File: src/hdl/averaged_level_scaler_assert.svh
// Assertion macros for the averaged level scaler.
// Used by the top level only; bodies are empty when SYNTHESIS is defined.
`ifndef AVERAGED_LEVEL_SCALER_ASSERT_SVH
`define AVERAGED_LEVEL_SCALER_ASSERT_SVH

`ifndef SYNTHESIS

// Condition holds at every edge outside reset.
`define ALS_ASSERT_HOLDS(lbl, clk, rst, cond, msg) \
  lbl: assert property (@(posedge clk) disable iff (rst) (cond)) else $error(msg);

// Consequent holds in the same cycle as the antecedent.
`define ALS_ASSERT_IMPL(lbl, clk, rst, ante, cons, msg) \
  lbl: assert property (@(posedge clk) disable iff (rst) (ante) |-> (cons)) else $error(msg);

// Consequent holds in the cycle after the antecedent.
`define ALS_ASSERT_NEXT(lbl, clk, rst, ante, cons, msg) \
  lbl: assert property (@(posedge clk) disable iff (rst) (ante) |=> (cons)) else $error(msg);

`else

`define ALS_ASSERT_HOLDS(lbl, clk, rst, cond, msg)
`define ALS_ASSERT_IMPL(lbl, clk, rst, ante, cons, msg)
`define ALS_ASSERT_NEXT(lbl, clk, rst, ante, cons, msg)

`endif

`endif

File: src/hdl/als_pkg.sv
// Shared types and constants of the averaged level scaler.
// No dependencies; imported by the top level, the level checker and the testbench.
package als_pkg;

  localparam int READING_W   = 10;
  localparam int HEIGHT_W    = 15;
  localparam int PERCENT_TOP = 100;

  // Configuration port
  localparam int CFG_IDX_W  = 2;
  localparam int CFG_DATA_W = 16;

  localparam logic [CFG_IDX_W-1:0] CFG_EMPTY  = 2'd0;
  localparam logic [CFG_IDX_W-1:0] CFG_FULL   = 2'd1;
  localparam logic [CFG_IDX_W-1:0] CFG_HEIGHT = 2'd2;

  typedef enum logic [3:0] {
    ST_IDLE,
    ST_READ,
    ST_LAST,
    ST_MEAN_GO,
    ST_MEAN_WAIT,
    ST_MULT,
    ST_SCALE_GO,
    ST_SCALE_WAIT,
    ST_OUT
  } state_t;

endpackage

File: src/hdl/als_ram.sv
// Generic single-write, single-read synchronous RAM with registered read data.
// No dependencies.
module als_ram #(
  parameter int WIDTH = 10,
  parameter int DEPTH = 10,
  localparam int AW = (DEPTH > 1) ? $clog2(DEPTH) : 1
) (
  input  logic             clk,
  input  logic             we,
  input  logic [AW-1:0]    waddr,
  input  logic [WIDTH-1:0] wdata,
  input  logic [AW-1:0]    raddr,
  output logic [WIDTH-1:0] rdata
);

  logic [WIDTH-1:0] mem [DEPTH];

  always_ff @(posedge clk) begin
    if (we) begin
      mem[waddr] <= wdata;
    end
    rdata <= mem[raddr];
  end

endmodule

File: src/hdl/als_div.sv
// Restoring unsigned divider, one quotient bit per cycle.
// No package dependency; shared by the mean and the level map.
module als_div #(
  parameter int DVD_W = 27,
  parameter int DVS_W = 10
) (
  input  logic             clk,
  input  logic             rst,
  input  logic             start,
  input  logic [DVD_W-1:0] dividend,
  input  logic [DVS_W-1:0] divisor,
  output logic             done,
  output logic [DVD_W-1:0] quotient
);

  localparam int CW = $clog2(DVD_W + 1);

  logic             busy;
  logic [CW-1:0]    cnt;
  logic [DVS_W-1:0] rem;
  logic [DVS_W-1:0] dvs;
  logic [DVD_W-1:0] quo;
  logic [DVS_W:0]   trial;
  logic             fits;

  // Shift the next dividend bit into the partial remainder.
  assign trial = {rem, quo[DVD_W-1]};
  assign fits  = (trial >= {1'b0, dvs});

  always_ff @(posedge clk) begin
    if (rst) begin
      busy <= 1'b0;
      done <= 1'b0;
      cnt  <= '0;
    end else begin
      done <= 1'b0;
      if (start) begin
        busy <= 1'b1;
        cnt  <= '0;
      end else if (busy) begin
        cnt <= cnt + CW'(1);
        if (cnt == CW'(DVD_W - 1)) begin
          busy <= 1'b0;
          done <= 1'b1;
        end
      end
    end
  end

  always_ff @(posedge clk) begin
    if (start) begin
      rem <= '0;
      dvs <= divisor;
      quo <= dividend;
    end else if (busy) begin
      rem <= fits ? DVS_W'(trial - {1'b0, dvs}) : trial[DVS_W-1:0];
      quo <= {quo[DVD_W-2:0], fits};
    end
  end

  assign quotient = quo;

endmodule

File: src/hdl/averaged_level_scaler.sv
// Top level of the averaged level scaler: sample ring, mean, linear map, clamp.
// Depends on als_pkg, als_ram, als_div and averaged_level_scaler_assert.svh.
//
//   channel   direction   payload (low bits first)
//   s_*       in          tdata: sample
//   m_*       out         tdata: level, average; tuser: level_valid
//   cfg_*     in          cfg_index, cfg_data (0 empty, 1 full, 2 height)
//
// One sample at a time: fill_count ring reads, then two divisions on the
// shared bit-serial divider plus control states; the second division is
// skipped when empty equals full. A new sample is taken only in idle, once
// the last result has left ST_OUT. A result held by m_tready stalls in ST_OUT.
// Reset clears the control state and the configuration registers; ring entries are read
// only after being written, so no clearing pass is run.
// s_tready is high in idle even while a result waits on m_tready.
`include "averaged_level_scaler_assert.svh"

module averaged_level_scaler #(
  parameter int WINDOW      = 10,
  parameter int SAMPLE_BITS = 10,
  localparam int IN_W  = ((SAMPLE_BITS + 7) / 8) * 8,
  localparam int OUT_W = ((als_pkg::HEIGHT_W + SAMPLE_BITS + 7) / 8) * 8
) (
  input  logic                           clk,
  input  logic                           rst,
  input  logic                           s_tvalid,
  output logic                           s_tready,
  input  logic [IN_W-1:0]                s_tdata,    // sample
  output logic                           m_tvalid,
  input  logic                           m_tready,
  output logic [OUT_W-1:0]               m_tdata,    // level, average
  output logic                           m_tuser,    // level_valid
  input  logic                           cfg_valid,
  output logic                           cfg_ready,
  input  logic [als_pkg::CFG_IDX_W-1:0]  cfg_index,
  input  logic [als_pkg::CFG_DATA_W-1:0] cfg_data
);

  import als_pkg::*;

  localparam int SLOT_W = (WINDOW > 1) ? $clog2(WINDOW) : 1;
  localparam int CNT_W  = $clog2(WINDOW + 1);
  localparam int SUM_W  = SAMPLE_BITS + CNT_W;
  localparam int DIFF_W = ((SAMPLE_BITS > READING_W) ? SAMPLE_BITS : READING_W) + 2;
  localparam int NUM_W  = DIFF_W + HEIGHT_W + 1;
  localparam int MAG_W  = NUM_W - 1;
  localparam int DVD_W  = (SUM_W > MAG_W) ? SUM_W : MAG_W;
  localparam int DVS_W  = (READING_W > CNT_W) ? READING_W : CNT_W;

  state_t state;
  state_t state_next;

  logic [READING_W-1:0]   empty_reading;
  logic [READING_W-1:0]   full_reading;
  logic [HEIGHT_W-1:0]    tank_height;

  logic                   s_accept;
  logic                   out_free;
  logic [SLOT_W-1:0]      write_slot;
  logic [CNT_W-1:0]       fill_count;
  logic [SLOT_W-1:0]      rd_idx;
  logic                   rd_last;
  logic                   rd_vld;
  logic [SAMPLE_BITS-1:0] ring_rdata;
  logic [SUM_W-1:0]       sum;
  logic [SAMPLE_BITS-1:0] avg;
  logic [HEIGHT_W-1:0]    top;
  logic                   cal_equal;
  logic                   span_neg;
  logic [READING_W-1:0]   span_mag;
  logic signed [DIFF_W-1:0] diff;
  logic signed [NUM_W-1:0]  prod;
  logic signed [NUM_W-1:0]  num;
  logic [NUM_W-1:0]       num_abs;
  logic                   neg;
  logic [HEIGHT_W-1:0]    level_r;
  logic                   valid_r;

  logic                   div_start;
  logic [DVD_W-1:0]       div_dividend;
  logic [DVS_W-1:0]       div_divisor;
  logic                   div_done;
  logic [DVD_W-1:0]       div_quotient;

  assign s_accept  = s_tvalid && s_tready;
  assign out_free  = !m_tvalid || m_tready;
  assign cfg_ready = 1'b1;
  assign rd_last   = (CNT_W'(rd_idx) == fill_count - CNT_W'(1));

  assign top       = (tank_height != '0) ? tank_height : HEIGHT_W'(PERCENT_TOP);
  assign cal_equal = (empty_reading == full_reading);
  assign span_neg  = (full_reading < empty_reading);
  assign span_mag  = span_neg ? (empty_reading - full_reading)
                              : (full_reading - empty_reading);
  assign diff      = $signed(DIFF_W'(avg)) - $signed(DIFF_W'(empty_reading));
  assign prod      = NUM_W'(diff) * NUM_W'($signed({1'b0, top}));
  assign num_abs   = num[NUM_W-1] ? NUM_W'(-num) : NUM_W'(num);
  assign neg       = num[NUM_W-1] ^ span_neg;

  // Configuration registers
  always_ff @(posedge clk) begin
    if (rst) begin
      empty_reading <= '0;
      full_reading  <= '0;
      tank_height   <= '0;
    end else if (cfg_valid && cfg_ready) begin
      unique case (cfg_index)
        CFG_EMPTY:  empty_reading <= cfg_data[READING_W-1:0];
        CFG_FULL:   full_reading  <= cfg_data[READING_W-1:0];
        CFG_HEIGHT: tank_height   <= cfg_data[HEIGHT_W-1:0];
        default: ;
      endcase
    end
  end

  als_ram #(
    .WIDTH (SAMPLE_BITS),
    .DEPTH (WINDOW)
  ) u_ring (
    .clk   (clk),
    .we    (s_accept),
    .waddr (write_slot),
    .wdata (s_tdata[SAMPLE_BITS-1:0]),
    .raddr (rd_idx),
    .rdata (ring_rdata)
  );

  als_div #(
    .DVD_W (DVD_W),
    .DVS_W (DVS_W)
  ) u_div (
    .clk      (clk),
    .rst      (rst),
    .start    (div_start),
    .dividend (div_dividend),
    .divisor  (div_divisor),
    .done     (div_done),
    .quotient (div_quotient)
  );

  // Next state
  always_comb begin
    state_next = state;
    unique case (state)
      ST_IDLE:       if (s_accept) state_next = ST_READ;
      ST_READ:       if (rd_last) state_next = ST_LAST;
      ST_LAST:       state_next = ST_MEAN_GO;
      ST_MEAN_GO:    state_next = ST_MEAN_WAIT;
      ST_MEAN_WAIT:  if (div_done) state_next = cal_equal ? ST_OUT : ST_MULT;
      ST_MULT:       state_next = ST_SCALE_GO;
      ST_SCALE_GO:   state_next = ST_SCALE_WAIT;
      ST_SCALE_WAIT: if (div_done) state_next = ST_OUT;
      ST_OUT:        if (out_free) state_next = ST_IDLE;
      default:       state_next = ST_IDLE;
    endcase
  end

  // Outputs of the state machine
  always_comb begin
    s_tready     = (state == ST_IDLE);
    div_start    = (state == ST_MEAN_GO) || (state == ST_SCALE_GO);
    div_dividend = DVD_W'(sum);
    div_divisor  = DVS_W'(fill_count);
    if (state == ST_SCALE_GO) begin
      div_dividend = DVD_W'(num_abs);
      div_divisor  = DVS_W'(span_mag);
    end
  end

  always_ff @(posedge clk) begin
    if (rst) begin
      state      <= ST_IDLE;
      write_slot <= '0;
      fill_count <= '0;
      rd_vld     <= 1'b0;
      m_tvalid   <= 1'b0;
    end else begin
      state  <= state_next;
      rd_vld <= (state == ST_READ);
      if (s_accept) begin
        write_slot <= (write_slot == SLOT_W'(WINDOW - 1)) ? '0 : write_slot + SLOT_W'(1);
        if (fill_count != CNT_W'(WINDOW)) begin
          fill_count <= fill_count + CNT_W'(1);
        end
      end
      if (state == ST_OUT && out_free) begin
        m_tvalid <= 1'b1;
      end else if (m_tready) begin
        m_tvalid <= 1'b0;
      end
    end
  end

  // Ring sweep and datapath registers
  always_ff @(posedge clk) begin
    if (s_accept) begin
      rd_idx <= '0;
      sum    <= '0;
    end else begin
      if (state == ST_READ && !rd_last) begin
        rd_idx <= rd_idx + SLOT_W'(1);
      end
      if (rd_vld) begin
        sum <= sum + SUM_W'(ring_rdata);
      end
    end

    if (state == ST_MEAN_WAIT && div_done) begin
      avg     <= div_quotient[SAMPLE_BITS-1:0];
      level_r <= '0;
      valid_r <= 1'b0;
    end

    if (state == ST_MULT) begin
      num <= prod;
    end

    // Clamp to [0, top]
    if (state == ST_SCALE_WAIT && div_done) begin
      valid_r <= 1'b1;
      priority if (neg) begin
        level_r <= '0;
      end else if (div_quotient > DVD_W'(top)) begin
        level_r <= top;
      end else begin
        level_r <= div_quotient[HEIGHT_W-1:0];
      end
    end

    if (state == ST_OUT && out_free) begin
      m_tdata <= OUT_W'({avg, level_r});
      m_tuser <= valid_r;
    end
  end

  `ALS_ASSERT_HOLDS(a_slot_in_range, clk, rst, write_slot <= SLOT_W'(WINDOW - 1), "write slot out of range")
  `ALS_ASSERT_IMPL(a_fill_nonzero, clk, rst, state != ST_IDLE, fill_count != '0 && fill_count <= CNT_W'(WINDOW), "fill count out of range while busy")
  `ALS_ASSERT_NEXT(a_accept_starts_sweep, clk, rst, s_tvalid && s_tready, state == ST_READ && rd_idx == '0 && sum == '0, "sweep not started after input transfer")
  `ALS_ASSERT_IMPL(a_invalid_level_zero, clk, rst, m_tvalid && !m_tuser, m_tdata[HEIGHT_W-1:0] == '0, "level nonzero while not valid")

endmodule

File: config.mk
export PLATFORM = sky130hd
export DESIGN_NAME = averaged_level_scaler
export DESIGN_NICKNAME = d
export VERILOG_FILES = /design/src/hdl/als_pkg.sv /design/src/hdl/als_ram.sv /design/src/hdl/als_div.sv /design/src/hdl/averaged_level_scaler.sv
export VERILOG_INCLUDE_DIRS = /design/src /design/src/hdl
export SDC_FILE = /design/constraint.sdc
export NUM_CORES = 1
export LEC_CHECK = 0
export ABC_AREA = 1
export BUFFER_PORTS_ARGS = -buffer_cell sky130_fd_sc_hd__buf_2
export CAP_MARGIN = 20
export CELL_PAD_IN_SITES_DETAIL_PLACEMENT = 0
export CELL_PAD_IN_SITES_GLOBAL_PLACEMENT = 2
export CORE_ASPECT_RATIO = 0.6
export CORE_UTILIZATION = 39
export DETAILED_ROUTE_END_ITERATION = 12
export PLACE_DENSITY_LB_ADDON = 0.1
export SLEW_MARGIN = 15
export SYNTH_ARGS = -nofsm -noshare
export SYNTH_HDL_FRONTEND = slang
export SYNTH_HIERARCHICAL = 1
export SYNTH_SLANG_ARGS = --single-unit
File: constraint.sdc
create_clock -name clk -period 8 [get_ports clk]
set_input_delay 0.8 -clock clk [delete_from_list [all_inputs] [get_ports clk]]
set_output_delay 0.8 -clock clk [all_outputs]
set_load 0.01 [all_outputs]
Word level (Yosys, flattened, before mapping)
Memories as Yosys holds them, arrays and structs flattened. A register that Yosys moved wholly into a read port is not among the register bits.
Index checks and enable logic that the tools add are counted.
- output and inout bits: 36
- input bits: 39
- logic and storage cells: 111
- memories kept: 1
- register bits after elaboration: 200
- memory bits (writable): 100
- memories (name ; words ; bits a word ; read ports ; clocked after Yosys merged registers in ; write ports ; line ; source):
    u_ring.mem ; 10 ; 10 ; 1 ; 1 ; 1 ; als_ram.sv:16 ; logic [WIDTH-1:0] mem [DEPTH];
- magnitude comparators: 3
- add/subtract/negate cells: 11
- bitwise gates (word level): 2
- equality and inequality tests: 20
- reduce and logical (&&, ||, !) cells: 22
- mux-type cells: 28
- $mul: 1
- operators with widths (kind ; number):
    $mux W27 ; 4
    $mux W15 ; 5
    $pmux W4 S9 ; 1
    $mux W4 ; 8
    $sub A10 B10 Y10 ; 3
    $gt A27 B15 Y1 ; 1
    $mul A11 B16 Y27 ; 1
    $neg A27 Y27 ; 1
    $mux W10 ; 2
    $eq A4 B3 Y1 const B ; 4
    $reduce_bool A15 Y1 ; 1
    $add A14 B10 Y14 ; 1
    $add A4 B1 Y4 const B ; 3
    $ge A11 B10 Y1 ; 1
    $sub A10 B10 Y11 ; 1
    $eq A10 B10 Y1 ; 1
    $lt A10 B10 Y1 ; 1
    $eq A4 B2 Y1 const B ; 2
    $eq A4 B4 Y1 const B ; 2
    $mux W1 ; 8
    $reduce_and A2 Y1 ; 4
    $ne A2 B1 Y1 const B ; 3
    $reduce_bool A2 Y1 ; 3
    $add A5 B1 Y5 const B ; 1
    18 further kinds ; 25

Depth between registers and ports, before layout
- word-level depth: 6
- gate-level depth with buffers: 34
- mapped depth without buffers: 33

Cells and area by module
Netlist, hierarchy kept.
- by module, submodules not included (module ; area each (um2) ; cells an instance ; instances ; seq. area each (um2)):
    averaged_level_scaler ; 14851.7 ; 1943 ; 1 ; 3703.6
    als_ram ; 4499.3 ; 413 ; 1 ; 3203.1
    als_div ; 2864.0 ; 346 ; 1 ; 1451.4

Least setup slack after synthesis
Ideal clock, no wire load.
- path type: register -> register
- start: reg avg[0]
- end: reg num[18], data pin
- required time: 7.738 ns
- cell stages (with the launch flop): 27
- setup time: 0.262 ns
- path buffers: 0
- period minus slack after synthesis: 5.959 ns
- setup slack: 2.041 ns
- arrival time: 5.697 ns
- path through: edfxtp_1 inv_1 ha_1 inv_1 fa_1 nand2_1 inv_1 o21ai_0 nand2_1 nand4_1 nand3_1 nand2_2 nor2_1 fa_1 fa_1 fa_1 fa_1 inv_1 fa_1 inv_1 ha_1 a21oi_1 o21ai_0 nand2_1 nand2_1 o21bai_1 xor2_1
- cells in the longest elaborated chain, start to end: 2
- ends and longest elaborated chain (element ; line ; source):
    start, declared ; averaged_level_scaler.sv:66 ; logic [SAMPLE_BITS-1:0] avg;
    start signal, assigned ; averaged_level_scaler.sv:209 ; avg <= div_quotient[SAMPLE_BITS-1:0];
    $sub A10 B10 Y11 ; averaged_level_scaler.sv:95 ; assign diff = $signed(DIFF_W'(avg)) - $signed(DIFF_W'(empty_reading));
    $mul A11 B16 Y27 ; averaged_level_scaler.sv:96 ; assign prod = NUM_W'(diff) * NUM_W'($signed({1'b0, top}));
    net prod[18] ; averaged_level_scaler.sv:72 ; logic signed [NUM_W-1:0] prod;
    end signal, assigned ; averaged_level_scaler.sv:215 ; num <= prod;
    end, declared ; averaged_level_scaler.sv:73 ; logic signed [NUM_W-1:0] num;
The timed path passes the listed nets, and every way through them passes these cells.
A chain may end at the register's enable or synchronous reset.

Worst setup path after layout
- start: reg avg[0]
- end: reg num[24], data pin
Same word-level chain as after synthesis.

==> summary.md <==
| Metric | Value |
|---|---|
| Status | `finished, final reports clean` |
| CP endpoint kind | `flop` |
| R2R cell count | `29` |
| Total Routing Usage GR | `0.231` |
| GPL Wtd Cong | `0.903` |
| Yosys reg bits | `310` |
| Worst endpoint required time | `8.34 ns` |
| Skew-Pair Late Insertion Delay | `0.55 ns` |
| Finished Cell Area | `0.0244 mm²` |
| # IOs | `75` |
| CP Launch Type | `flop` |
| Logic pwr share | `0.427` |
| NetSw | `2.84 mW` |
| RSZ-0062 raised after global routing | `false` |
| DR vias/cell | `4.97` |
| Number of diodes | `0` |
| Max-slew violations | `0` |
| Top cells by instance count after synthesis | `637 x nand2_1, 461 x inv_1, 257 x nor2_1` |
| Buf/Inv on CP | `8` |
| Maximum vdd ir drop | `133 µV` |
| First-pass GRT wire length | `102000 µm` |
| Largest net degree at the start of global routing | `57` |
| Drt first pass iters | `5` |
| Post-Route Setup TNS | `0 ns` |
| Resize count post-CTS | `0` |
| WHS Path Cells | `0` |
| EDFF count, synth | `215` |
| CTS Sinks | `310` |
| Unique masters post-synth | `57` |
| P per Cell Area | `278 mW/mm²` |
| DP Wirelength | `51500 µm` |
| Sw frac | `0.419` |
| Final Cycle Share | `0.902` |
| DIE HEIGHT | `187 µm` |
| Final core occ | `0.435` |
| Sequential power share | `0.324` |
| Grt met1 use | `0.398` |
| Grt met3 use | `0.0503` |
| Internal | `3.93 mW` |
| Antenna violations before repair | `1` |
| Worst r2r src | `avg[0]` |
| Count leader, synth | `nand2_1` |
| Avg Cell Area, Syn | `8.22 µm²` |
| Most used cell, CP | `inv_1` |
| DIE AREA | `0.0580 mm²` |
| Largest stage delay, worst path | `0.63 ns` |
| Reg2reg end | `num[24]` |
| GR Overflow Total | `0` |
| Clock Power Share | `0.249` |
| Hold WC Path Type | `reg -> reg` |
| Met2 GRT Util | `0.285` |
| Core Footprint | `0.0560 mm²` |
| Post-layout min period | `7.22 ns` |
| P_leak | `11.4 nW` |
| Via count | `17600` |
| Max clock buf depth | `3` |
| CTS Root Cell | `clkbuf_16` |
| Crit path max fanout | `9` |
| Die width | `310 µm` |
| FMAX | `139 MHz` |
| CTS Buf Count | `34` |
| Final Setup Violations | `0` |
| Slowest cell on crit path | `fa_1` |
| Yosys top cell area share | `0.291` |
| # DRC | `0` |
| Final ANT Viol Nets | `0` |
| Power, Total | `6.77 mW` |
| WL per Instance | `18.6 µm` |
| Synthesis Warnings | `6` |
| Level count of the clock H-tree | `2` |
| Routed wire length | `65600 µm` |
| Asr flop ratio synth | `0` |
| Effective utilization at floorplan | `0.397` |
| Initial DRC Count | `1577` |
| Max_cap viols | `0` |
| Worst Max-Slew Pin Slew | `1.10 ns` |
| Post-CTS setup buffers | `0` |
| Final-stage net count | `3056` |
| Hold Startpoint | `level_r[6]` |
| # rows | `67` |
| Clock slew at reported path FFs | `0.06 ns` |
| CTS tree | `yes` |
| Layout cells sized above 1 | `0.0815` |
| Cell family with most CP delay | `adder cells` |
| Syn Inst Count | `2702` |
| Synth area leader | `edfxtp_1` |
| Critical path type | `reg -> reg` |
| R2R Setup Slk | `0.78 ns` |
| Slew headroom | `0.261` |
| Worst EP arrival | `7.55 ns` |
| Area growth from synthesis to layout | `9.71%` |
| Ys flop type | `edfxtp_1` |
| Skew final | `0.0141 ns` |
| Final hold vios | `0` |
| # hold bufs at CTS | `0` |
| Worst Hold End | `m_tdata[6]` |
| Port-buffer cells | `59` |
| Cell area after synthesis | `0.0222 mm²` |
| Global routing's busiest layer | `met1` |
| Placed Area | `0.0232 mm²` |
| Vias in the first global route | `16800` |
| Seq/Total Area, Yosys | `0.376` |
| Largest cells by area after synthesis | `edfxtp_1 29%, fa_1 11%, nand2_1 11%, dfxtp_1 8.6%, ha_1 8.3%` |
-- layout make-up --
type | instances | area [µm²]
fill | 5652 | 31600
tap | 759 | 950
clock buffer | 43 | 926
sequential | 310 | 8360
multi-input combinational | 1831 | 11600
clock inverter | 19 | 243
inverter | 485 | 1830
timing repair buffer | 85 | 490
-- layer usage --
| layer | vias to the layer above | wire length, µm |
|---|---|---|
| met3 | 51 | 5020 |
| met4 | 0 | 660 |
| met1 | 8368 | 36500 |
| met5 | - | 0 |
| li1 | 8660 | - |
| met2 | 483 | 23400 |
-- sequential cells by signal (all words and copies together), names as in the netlist, 4 cells and up --
signal and flops:
u_ring/mem 100, num 27, u_div/quotient 27, m_tdata 25
level_r 15, tank_height 15, sum 14, avg 10
empty_reading 10, full_reading 10, u_div/dvs 10, u_div/rem 10
u_ring/rdata 10, u_div/cnt 5, fill_count 4, rd_idx 4
state 4, write_slot 4
-- power groups by stage --
stage | combinational [mW] | clock, mW | sequential [mW]
CTS | 2.87 | 1.73 | 2.19
detailed placement | 2.84 | 0 | 2.22
floorplan | 2.01 | 0 | 2.14
finish | 2.89 | 1.69 | 2.19
global route | 3.28 | 1.80 | 2.21
global placement | 2.83 | 0 | 2.22
-- placed cells by master (no fill, tap or decap), types with 6 or more instances in the layout --
cell type | Yosys | layout
nand3_1 | 188 | 188
a21oi_1 | 139 | 139
clkbuf_16 | 0 | 35
xor2_1 | 38 | 38
inv_2 | 17 | 17
buf_2 | 19 | 59
clkinv_1 | 4 | 7
nand3b_1 | 10 | 10
inv_1 | 461 | 461
nor2_2 | 13 | 14
xnor2_1 | 13 | 13
o21a_1 | 6 | 6
or2_2 | 6 | 6
clkinv_2 | 1 | 8
nand2_1 | 637 | 637
fa_1 | 122 | 122
nand4_1 | 14 | 14
buf_4 | 18 | 26
clkbuf_1 | 29 | 6
ha_1 | 148 | 148
dfxtp_1 | 95 | 94
nor3_1 | 23 | 22
nand2_2 | 20 | 20
o21ai_0 | 112 | 112
edfxtp_1 | 215 | 215
o21bai_1 | 14 | 14
nor2_1 | 257 | 256
conb_1 | 2 | 8
a31oi_1 | 7 | 7
-- stage by stage --
stage | hold WS, ns | instances | setup slack (ns)
2_1_floorplan | 0.400 | 2708 | 2.04
3_3_place_gp | 0.407 | 3465 | 0.980
3_5_place_dp | 0.405 | 3465 | 0.925
4_1_cts | 0.425 | 3527 | 0.873
5_1_grt | 0.430 | 3532 | 0.311
6_report | 0.426 | 3532 | 0.783
-- logic make-up (layout without fill, tap and decap cells) --
| kind of cell | Yosys count | in the layout | share of synthesized area |
|---|---|---|---|
| other cells | 2 | 8 | 0.000338 |
| simple gates | 1194 | 1194 | 0.229 |
| flops | 310 | 310 | 0.376 |
| xor+xnor | 53 | 53 | 0.0216 |
| compound gates | 306 | 306 | 0.0758 |
| buf+inv | 567 | 632 | 0.104 |
| fa+ha+maj | 270 | 270 | 0.193 |
-- worst max path at each step --
stage / slack (ns) / start / endpoint / cells past startpoint
after floorplan: 2.04 / avg[0] / num[18] / 26
after global placement: 0.98 / avg[0] / num[24] / 29
after detailed placement: 0.92 / avg[0] / num[24] / 29
after CTS: 0.87 / avg[0] / num[24] / 29
after global routing: 0.31 / avg[0] / num[24] / 29
final: 0.78 / avg[0] / num[24] / 29
-- worst register-to-register path, delay by kind of cell, from the launching register on --
kind	cells	cell delay, ns
compound gates	1	0.13
simple gates	11	1.91
buf+inv	8	0.52
xor+xnor	1	0.29
flops	1	0.38
fa+ha+maj	8	3.78
Note: power is estimated with default switching activity, not from simulation.
